<file path="src/sv/kmp_pkg.sv">
// Package for the KMP substring finder: sizes, command codes, FSM states
// and the structs passed between the controller and the table memories.
// No dependencies.
`timescale 1ns / 1ps
`default_nettype none

package kmp_pkg;

    // Pattern capacity and the text offset range
    localparam int     MAX_PATTERN = 64;
    localparam longint MAX_TEXT    = 64'd1048576;

    localparam int PIDX_W  = $clog2(MAX_PATTERN);
    localparam int PLEN_W  = $clog2(MAX_PATTERN + 1);
    localparam int TPOS_W  = $clog2(MAX_TEXT);
    localparam int START_W = 20;

    localparam logic [TPOS_W-1:0] POS_LAST = TPOS_W'(MAX_TEXT - 1);

    // Input word commands
    typedef enum logic [1:0] {
        CMD_CLEAR  = 2'd0,
        CMD_APPEND = 2'd1,
        CMD_TEXT   = 2'd2
    } cmd_t;

    // Controller states
    typedef enum logic [1:0] {
        ST_IDLE,
        ST_WALK,
        ST_EMIT
    } kmp_state_t;

    // Request to the pattern and failure memories
    typedef struct packed {
        logic [PIDX_W-1:0] rd_addr;
        logic              wr_en;
        logic [PIDX_W-1:0] wr_addr;
        logic [7:0]        wr_byte;
        logic [PIDX_W-1:0] wr_fail;
    } kmp_mem_req_t;

    // Registered read data, returned in the cycle after the address
    typedef struct packed {
        logic [7:0]        pat_byte;
        logic [PIDX_W-1:0] fail;
    } kmp_mem_rsp_t;

    // One result word
    typedef struct packed {
        logic               found;
        logic [START_W-1:0] match_start;
        logic               overflow;
    } kmp_result_t;

endpackage

`default_nettype wire

</file>
<file path="src/sv/kmp_tables.sv">
// Pattern store and failure table: two synchronous memories sharing one
// read address and one write port, read data registered.
// Depends on kmp_pkg.
`timescale 1ns / 1ps
`default_nettype none

module kmp_tables (
    input  wire logic                  clk,
    input  wire kmp_pkg::kmp_mem_req_t mem_req,
    output kmp_pkg::kmp_mem_rsp_t      mem_rsp
);
    import kmp_pkg::*;

    logic [7:0]        pat_mem  [MAX_PATTERN];
    logic [PIDX_W-1:0] fail_mem [MAX_PATTERN];

    // Both tables are written together when a pattern entry is completed.
    always_ff @(posedge clk)
    begin
        if (mem_req.wr_en)
        begin
            pat_mem[mem_req.wr_addr]  <= mem_req.wr_byte;
            fail_mem[mem_req.wr_addr] <= mem_req.wr_fail;
        end
    end

    // Registered read of the entry addressed this cycle.
    always_ff @(posedge clk)
    begin
        mem_rsp.pat_byte <= pat_mem[mem_req.rd_addr];
        mem_rsp.fail     <= fail_mem[mem_req.rd_addr];
    end

endmodule

`default_nettype wire

</file>
<file path="src/sv/kmp_ctrl.sv">
// Controller of the KMP finder: takes input words, walks the failure chain
// through the table memories and keeps pattern length, match and text state.
// Depends on kmp_pkg.
`timescale 1ns / 1ps
`default_nettype none

module kmp_ctrl (
    input  wire logic                  clk,
    input  wire logic                  rst_n,
    input  wire logic                  in_valid,
    output logic                       in_ready,
    input  wire logic [1:0]            cmd,
    input  wire logic [7:0]            data_byte,
    input  wire logic                  end_of_text,
    output kmp_pkg::kmp_mem_req_t      mem_req,
    input  wire kmp_pkg::kmp_mem_rsp_t mem_rsp,
    output logic                       res_valid,
    output kmp_pkg::kmp_result_t       res,
    input  wire logic                  res_free
);
    import kmp_pkg::*;

    kmp_state_t        state_reg, state_next;
    logic [PLEN_W-1:0] plen_reg, plen_next;
    logic [PLEN_W-1:0] midx_reg, midx_next;
    logic [TPOS_W-1:0] pos_reg, pos_next;
    logic              latched_reg, latched_next;
    logic [TPOS_W-1:0] lstart_reg, lstart_next;
    logic              ovf_reg, ovf_next;
    logic [7:0]        prev_byte_reg, prev_byte_next;
    logic [PIDX_W-1:0] prev_fail_reg, prev_fail_next;
    logic [PIDX_W-1:0] k_reg, k_next;
    logic [7:0]        cmp_byte_reg, cmp_byte_next;
    logic [7:0]        new_byte_reg, new_byte_next;
    logic              is_append_reg, is_append_next;
    logic              last_reg, last_next;

    logic              accept;
    logic              mismatch;
    logic              step_more;
    logic [PLEN_W-1:0] k_new;
    logic [PIDX_W-1:0] k_start;
    logic [TPOS_W-1:0] pos_adv;
    logic [TPOS_W:0]   pos_inc;
    logic [TPOS_W:0]   plen_ext;
    logic [TPOS_W-1:0] start_calc;

    assign accept = in_valid && in_ready;

    // Walk step: compare against the entry read last cycle.
    assign mismatch  = (cmp_byte_reg != mem_rsp.pat_byte);
    assign step_more = (k_reg != '0) && mismatch;
    assign k_new     = mismatch ? '0 : (PLEN_W'(k_reg) + PLEN_W'(1));

    // A stale match index past the pattern end restarts at zero.
    assign k_start = (midx_reg >= plen_reg) ? '0 : midx_reg[PIDX_W-1:0];

    // Saturating text offset and the start offset of a match ending here.
    assign pos_adv    = (pos_reg == POS_LAST) ? pos_reg : (pos_reg + TPOS_W'(1));
    assign pos_inc    = {1'b0, pos_reg} + (TPOS_W + 1)'(1);
    assign plen_ext   = (TPOS_W + 1)'(plen_reg);
    assign start_calc = (pos_inc >= plen_ext) ? TPOS_W'(pos_inc - plen_ext) : '0;

    // Next state and datapath control.
    always_comb
    begin
        state_next     = state_reg;
        plen_next      = plen_reg;
        midx_next      = midx_reg;
        pos_next       = pos_reg;
        latched_next   = latched_reg;
        lstart_next    = lstart_reg;
        ovf_next       = ovf_reg;
        prev_byte_next = prev_byte_reg;
        prev_fail_next = prev_fail_reg;
        k_next         = k_reg;
        cmp_byte_next  = cmp_byte_reg;
        new_byte_next  = new_byte_reg;
        is_append_next = is_append_reg;
        last_next      = last_reg;

        in_ready        = (state_reg == ST_IDLE);
        mem_req.rd_addr = k_reg;
        mem_req.wr_en   = 1'b0;
        mem_req.wr_addr = plen_reg[PIDX_W-1:0];
        mem_req.wr_byte = new_byte_reg;
        mem_req.wr_fail = '0;

        res_valid         = 1'b0;
        res.found         = (plen_reg == '0) || latched_reg;
        res.match_start   = ((plen_reg != '0) && latched_reg) ? START_W'(lstart_reg) : '0;
        res.overflow      = ovf_reg;

        case (state_reg)
            ST_IDLE:
            begin
                if (accept)
                begin
                    case (cmd)
                        CMD_CLEAR:
                        begin
                            plen_next    = '0;
                            ovf_next     = 1'b0;
                            midx_next    = '0;
                            pos_next     = '0;
                            latched_next = 1'b0;
                            lstart_next  = '0;
                        end
                        CMD_APPEND:
                        begin
                            if (plen_reg == PLEN_W'(MAX_PATTERN))
                            begin
                                ovf_next = 1'b1;
                            end
                            else if (plen_reg < PLEN_W'(2))
                            begin
                                // The first two failure entries are zero.
                                mem_req.wr_en   = 1'b1;
                                mem_req.wr_byte = data_byte;
                                plen_next       = plen_reg + PLEN_W'(1);
                                prev_byte_next  = data_byte;
                                prev_fail_next  = '0;
                            end
                            else
                            begin
                                // Walk from the previous entry's failure link.
                                mem_req.rd_addr = prev_fail_reg;
                                k_next          = prev_fail_reg;
                                cmp_byte_next   = prev_byte_reg;
                                new_byte_next   = data_byte;
                                is_append_next  = 1'b1;
                                state_next      = ST_WALK;
                            end
                        end
                        CMD_TEXT:
                        begin
                            if (!latched_reg && (plen_reg != '0))
                            begin
                                mem_req.rd_addr = k_start;
                                k_next          = k_start;
                                cmp_byte_next   = data_byte;
                                is_append_next  = 1'b0;
                                last_next       = end_of_text;
                                state_next      = ST_WALK;
                            end
                            else
                            begin
                                pos_next = pos_adv;
                                if (end_of_text)
                                begin
                                    state_next = ST_EMIT;
                                end
                            end
                        end
                        default:
                        begin
                        end
                    endcase
                end
            end
            ST_WALK:
            begin
                // Follow the failure link straight from the read data.
                mem_req.rd_addr = mem_rsp.fail;
                if (step_more)
                begin
                    k_next = mem_rsp.fail;
                end
                else if (is_append_reg)
                begin
                    mem_req.wr_en   = 1'b1;
                    mem_req.wr_fail = k_new[PIDX_W-1:0];
                    plen_next       = plen_reg + PLEN_W'(1);
                    prev_byte_next  = new_byte_reg;
                    prev_fail_next  = k_new[PIDX_W-1:0];
                    state_next      = ST_IDLE;
                end
                else
                begin
                    midx_next = k_new;
                    if (k_new == plen_reg)
                    begin
                        latched_next = 1'b1;
                        lstart_next  = start_calc;
                    end
                    pos_next   = pos_adv;
                    state_next = last_reg ? ST_EMIT : ST_IDLE;
                end
            end
            ST_EMIT:
            begin
                // Hand the result over, then restart the text state.
                if (res_free)
                begin
                    res_valid    = 1'b1;
                    midx_next    = '0;
                    pos_next     = '0;
                    latched_next = 1'b0;
                    lstart_next  = '0;
                    state_next   = ST_IDLE;
                end
            end
            default:
            begin
                state_next = ST_IDLE;
            end
        endcase
    end

    // State registers.
    always_ff @(posedge clk or negedge rst_n)
    begin
        if (!rst_n)
        begin
            state_reg     <= ST_IDLE;
            plen_reg      <= '0;
            midx_reg      <= '0;
            pos_reg       <= '0;
            latched_reg   <= 1'b0;
            lstart_reg    <= '0;
            ovf_reg       <= 1'b0;
            prev_byte_reg <= '0;
            prev_fail_reg <= '0;
            k_reg         <= '0;
            cmp_byte_reg  <= '0;
            new_byte_reg  <= '0;
            is_append_reg <= 1'b0;
            last_reg      <= 1'b0;
        end
        else
        begin
            state_reg     <= state_next;
            plen_reg      <= plen_next;
            midx_reg      <= midx_next;
            pos_reg       <= pos_next;
            latched_reg   <= latched_next;
            lstart_reg    <= lstart_next;
            ovf_reg       <= ovf_next;
            prev_byte_reg <= prev_byte_next;
            prev_fail_reg <= prev_fail_next;
            k_reg         <= k_next;
            cmp_byte_reg  <= cmp_byte_next;
            new_byte_reg  <= new_byte_next;
            is_append_reg <= is_append_next;
            last_reg      <= last_next;
        end
    end

endmodule

`default_nettype wire

</file>
<file path="src/sv/kmp_substring_finder_core.sv">
// Clear, a dropped append, the first two appends and a text byte after a match or
// with an empty pattern finish in the idle state; a later append or an unmatched text
// byte walks the failure chain (at most pattern length links) through the single table
// read port. A final text byte passes the emit state; input is taken only when idle.
// Reset: rst_n asynchronous, active low; clears pattern length, flags and text state.
// Depends on kmp_pkg, kmp_ctrl and kmp_tables.
`timescale 1ns / 1ps
`default_nettype none

module kmp_substring_finder_core (
    input  wire logic                       clk,
    input  wire logic                       rst_n,
    input  wire logic                       in_valid,
    output logic                            in_ready,
    input  wire logic [1:0]                 cmd,
    input  wire logic [7:0]                 data_byte,
    input  wire logic                       end_of_text,
    output logic                            out_valid,
    input  wire logic                       out_ready,
    output logic                            found,
    output logic [kmp_pkg::START_W-1:0]     match_start,
    output logic                            pattern_overflow
);
    import kmp_pkg::*;

    kmp_mem_req_t mem_req;
    kmp_mem_rsp_t mem_rsp;
    logic         res_valid;
    kmp_result_t  res;
    logic         res_free;

    logic         out_valid_reg, out_valid_next;
    kmp_result_t  out_res_reg, out_res_next;

    kmp_ctrl u_ctrl (
        .clk         (clk),
        .rst_n       (rst_n),
        .in_valid    (in_valid),
        .in_ready    (in_ready),
        .cmd         (cmd),
        .data_byte   (data_byte),
        .end_of_text (end_of_text),
        .mem_req     (mem_req),
        .mem_rsp     (mem_rsp),
        .res_valid   (res_valid),
        .res         (res),
        .res_free    (res_free)
    );

    kmp_tables u_tables (
        .clk     (clk),
        .mem_req (mem_req),
        .mem_rsp (mem_rsp)
    );

    // Output word register; the controller keeps taking input while it waits.
    assign res_free = !out_valid_reg || out_ready;

    always_comb
    begin
        out_valid_next = out_valid_reg;
        out_res_next   = out_res_reg;
        if (out_valid_reg && out_ready)
        begin
            out_valid_next = 1'b0;
        end
        if (res_valid)
        begin
            out_valid_next = 1'b1;
            out_res_next   = res;
        end
    end

    always_ff @(posedge clk or negedge rst_n)
    begin
        if (!rst_n)
        begin
            out_valid_reg <= 1'b0;
            out_res_reg   <= '0;
        end
        else
        begin
            out_valid_reg <= out_valid_next;
            out_res_reg   <= out_res_next;
        end
    end

    assign out_valid        = out_valid_reg;
    assign found            = out_res_reg.found;
    assign match_start      = out_res_reg.match_start;
    assign pattern_overflow = out_res_reg.overflow;

endmodule

`default_nettype wire

</file>
<file path="config.mk">
export PLATFORM = sky130hd
export DESIGN_NAME = kmp_substring_finder_core
export DESIGN_NICKNAME = d
export VERILOG_FILES = /design/src/sv/kmp_pkg.sv /design/src/sv/kmp_tables.sv /design/src/sv/kmp_ctrl.sv /design/src/sv/kmp_substring_finder_core.sv
export SDC_FILE = /design/constraint.sdc
export NUM_CORES = 1
export LEC_CHECK = 0
export ABC_AREA = 0
export BUFFER_PORTS_ARGS = -buffer_cell sky130_fd_sc_hd__buf_4
export CAP_MARGIN = 20
export CORE_ASPECT_RATIO = 1.1
export CORE_MARGIN = 3
export CORE_UTILIZATION = 50
export DETAILED_ROUTE_END_ITERATION = 7
export GPL_TIMING_DRIVEN = 1
export PLACE_DENSITY = 0.69
export SYNTH_ARGS = -nofsm -noshare
export SYNTH_HDL_FRONTEND = slang
export SYNTH_SLANG_ARGS = --single-unit
</file>
<file path="constraint.sdc">
create_clock -name clk -period 8.08 [get_ports clk]
set_clock_uncertainty 0.05 [all_clocks]
set_input_delay 1.212 -clock clk [delete_from_list [all_inputs] [get_ports clk]]
set_output_delay 1.212 -clock clk [all_outputs]
set_load 0.01 [all_outputs]
</file>
==> flow_summary.toml <==
[clock_network]
cts.htree.levels = 3
cts.sinks = 1029
ctsResizeCount = 0
cts_root_buf = "sky130_fd_sc_hd__clkbuf_16"
worst_setup_hold_path_clk_slew_ns = 0.06
number_of_buffers_between_clock_root_and_the_deepest_sink = 3
numCtsBuffers = 102
clock_latency_ns = 0.69
post_cts.repair.setup_buffers = 0
holdBufCountCts = 0
cts_tree = "built"

[global_route]
largest_net_degree_at_the_start_of_global_routing = 83
grt_first_pass_wirelength_um = 168000
grt_antenna_before_repair = 1
first_global_vias = 25700
grt_remaining_overflow = 0
grt_use_total = 0.250

[setup_path]
worst_path_largest_cell_delay_ns = 0.90
crit-reg2reg-capture = "u_tables.mem_rsp[9]$_DFF_P_"
regToRegStartpoint = "u_ctrl.plen_reg[1]$_DFFE_PN0P_"
cp.arrival_ns = 6.71
startpoint_type = "input port"
worstPathCellList = "buf_4 -> inv_1 -> ha_1 -> inv_1 -> a211o_1 -> a211oi_2 -> a221o_4 -> buf_12 -> buf_4 -> mux2i_1 -> mux2i_1 -> o22ai_1 -> nor4_1 -> nor4bb_1"
timing.critical_path.required_ns = 8.61
depth_of_the_worst_register_to_register_path = 13
ff2ff_setup_slack_ns = 1.90
worstSetupPathType = "in2reg"
path_max_fanout = 49
endpoint_kind = "flop"
crit_slowest_cell = "sky130_fd_sc_hd__a221o_4"

[route]
drt_iter0_drc = 2952
route.vias.total = 26100
wirelength_um = 114000
drt_drc_violations_left = 0
remaining_antenna_violation_count = 0
vias_per_cell = 6.15
routed_wire_length_per_instance_um = 26.8
drtPass1Iterations = 6

[floorplanning]
initial_utilization = 0.505
ios = 39
num_rows = 113
fp.coreArea_um2 = 86500
die-area_um2 = 90900
fp.dieH_um = 316
die_w_um = 288

[place]
portBuffers = 38
routabilityCongestion = 0.926
place_ws_ns = 1.33
hpwlAfterDp_um = 71400

[synth]
synthTopCellsByCount = "896 x sky130_fd_sc_hd__edfxtp_1, 380 x sky130_fd_sc_hd__mux2i_1, 282 x sky130_fd_sc_hd__nand2_1"
cell_area_after_technology_mapping_um2 = 43700
synth.lib_cells_used.distinct = 80
yosysMostFrequentCell = "sky130_fd_sc_hd__edfxtp_1"
synthesis.instances = 2944
synth.ff_latch_count = 1029
synthDominantAreaCellType = "sky130_fd_sc_hd__edfxtp_1"
synthesized_area_per_cell_um2 = 14.8
synth_nets = 2986
synthDominantCellAreaShare = 0.616
synth.top_cells.by_area = "sky130_fd_sc_hd__edfxtp_1 62%, sky130_fd_sc_hd__mux2i_1 8.7%, sky130_fd_sc_hd__dfrtp_1 6.8%, sky130_fd_sc_hd__mux2_2 2.4%, sky130_fd_sc_hd__nand2_1 2.4%"
yosys_warnings = 0
synth_edf_count = 896
ys_async_rst_share = 0.116
synth-seq-area-share = 0.691
ys_dominant_reg_cell = "sky130_fd_sc_hd__edfxtp_1"

[timing]
slew_violations = 0
hold_viol = 0
timing.final.crit_share = 0.766
timing.fmax_mhz = 162
setup_violations = 0
final.min_clock_period_ns = 6.19
worst_slack_ns = 1.89
timing.max_slew.rel_slack = 0.261
grt_setup_unrepaired = "no"
fin_setup_tns_ns = 0
max_slew.worst_pin.slew_ns = 1.11

[layout]
antenna_cells_inserted = 0
largest_register_by_flop_count = "u_tables.pat_mem"
nets = 3058
layout-area-overhead-vs-synth_pct = 11.7
largest_register_ffs = 512
drive_gt1_frac = 0.146
top_regs = "u_tables.pat_mem: 512 flops, u_tables.fail_mem: 384 flops"

[pwr]
p_per_area_nw_per_um2 = 385
cellLeakagePower_nw = 17.1
max-vdd-ir-drop_mv = 0.325

[worst_hold_path]
min-delay-path-class = "in2async"

[job]
cap_violations = 0

[status]
status = "complete, no violations"
[routing by layer]
metal / part of all wire / GRT usage / vias to the layer above
li1: - / - / 11500
met1: 0.39 / 0.322 / 13200
met2: 0.48 / 0.407 / 1196
met3: 0.078 / 0.0452 / 270
met4: 0.056 / 0.131 / 0
met5: 0 / 0 / -
[per-stage QoR]
stage | instances | hold WS [ns] | power, mW | utilization | cell area, um^2
2_1_floorplan | 2944 | 0.401 | 11.8 | - | 43700
3_3_place_gp | 4054 | 0.423 | 14.1 | 0.526 | 45500
3_5_place_dp | 4059 | 0.431 | 14.2 | 0.526 | 45500
4_1_cts | 4245 | 0.418 | 18.8 | 0.563 | 48700
5_1_grt | 4248 | 0.465 | 19.5 | 0.564 | 48800
6_report | 4248 | 0.442 | 18.8 | 0.564 | 48800
[worst max-delay path: cells and delay by family]
kind / cells / cell delay [ns]
mux: 2 / 0.41
buf+inv: 5 / 1.16
simple gates: 2 / 0.88
compound gates: 4 / 2.07
fa+ha+maj: 1 / 0.82
[power by group]
group	internal, mW	switching (mW)
sequential	6.33	0.223
combinational	2.64	5.01
clock	2.56	1.99
total	11.5	7.22
[area by class of cell]
type                       count  area (um^2)
tap                         1150         1440
inverter                      74          278
fill                        6742        37800
sequential                  1029        30200
timing repair buffer         143         1180
clock inverter                62          507
multi-input combinational   1666        12500
clock buffer                 124         2690
[placed cells by master, fill, tap and decap left out, types with 50 or more instances in the layout]
| master | instances |
|---|---|
| sky130_fd_sc_hd__o22ai_1 | 55 |
| sky130_fd_sc_hd__mux2i_1 | 380 |
| sky130_fd_sc_hd__nand2_1 | 274 |
| sky130_fd_sc_hd__buf_4 | 134 |
| sky130_fd_sc_hd__edfxtp_1 | 896 |
| sky130_fd_sc_hd__mux2_2 | 94 |
| sky130_fd_sc_hd__a211oi_1 | 84 |
| sky130_fd_sc_hd__inv_1 | 73 |
| sky130_fd_sc_hd__dfrtp_1 | 119 |
| sky130_fd_sc_hd__clkbuf_16 | 103 |
| sky130_fd_sc_hd__a21oi_1 | 50 |
| sky130_fd_sc_hd__nor2_1 | 125 |
| sky130_fd_sc_hd__nand3_1 | 102 |
[worst max path at each step]
stage | start | slack (ns) | endpoint | cells past startpoint
2_1_floorplan | cmd[0] | 3.85 | u_tables.mem_rsp[0]$_DFF_P_ | 13
3_3_place_gp | cmd[0] | 1.34 | u_tables.mem_rsp[1]$_DFF_P_ | 14
3_5_place_dp | cmd[0] | 1.33 | u_tables.mem_rsp[5]$_DFF_P_ | 14
4_1_cts | u_ctrl.plen_reg[1]$_DFFE_PN0P_ | 2.01 | u_tables.mem_rsp[9]$_DFF_P_ | 13
5_1_grt | u_ctrl.plen_reg[1]$_DFFE_PN0P_ | 1.66 | u_tables.mem_rsp[0]$_DFF_P_ | 13
6_report | cmd[0] | 1.89 | u_tables.mem_rsp[13]$_DFF_P_ | 14
[cells by family (layout without fill, tap and decap cells)]
family	after synthesis	in the layout	synth area share
AO/OA/AOI/OAI	433	433	0.0709
XOR/XNOR	56	56	0.0112
adder cells (fa/ha/maj)	27	27	0.00791
buffers and inverters	249	403	0.0259
flip-flops	1029	1029	0.691
multiplexers	500	500	0.125
AND/OR/NAND/NOR	650	650	0.0685
Power figures use the tool's default switching activity.
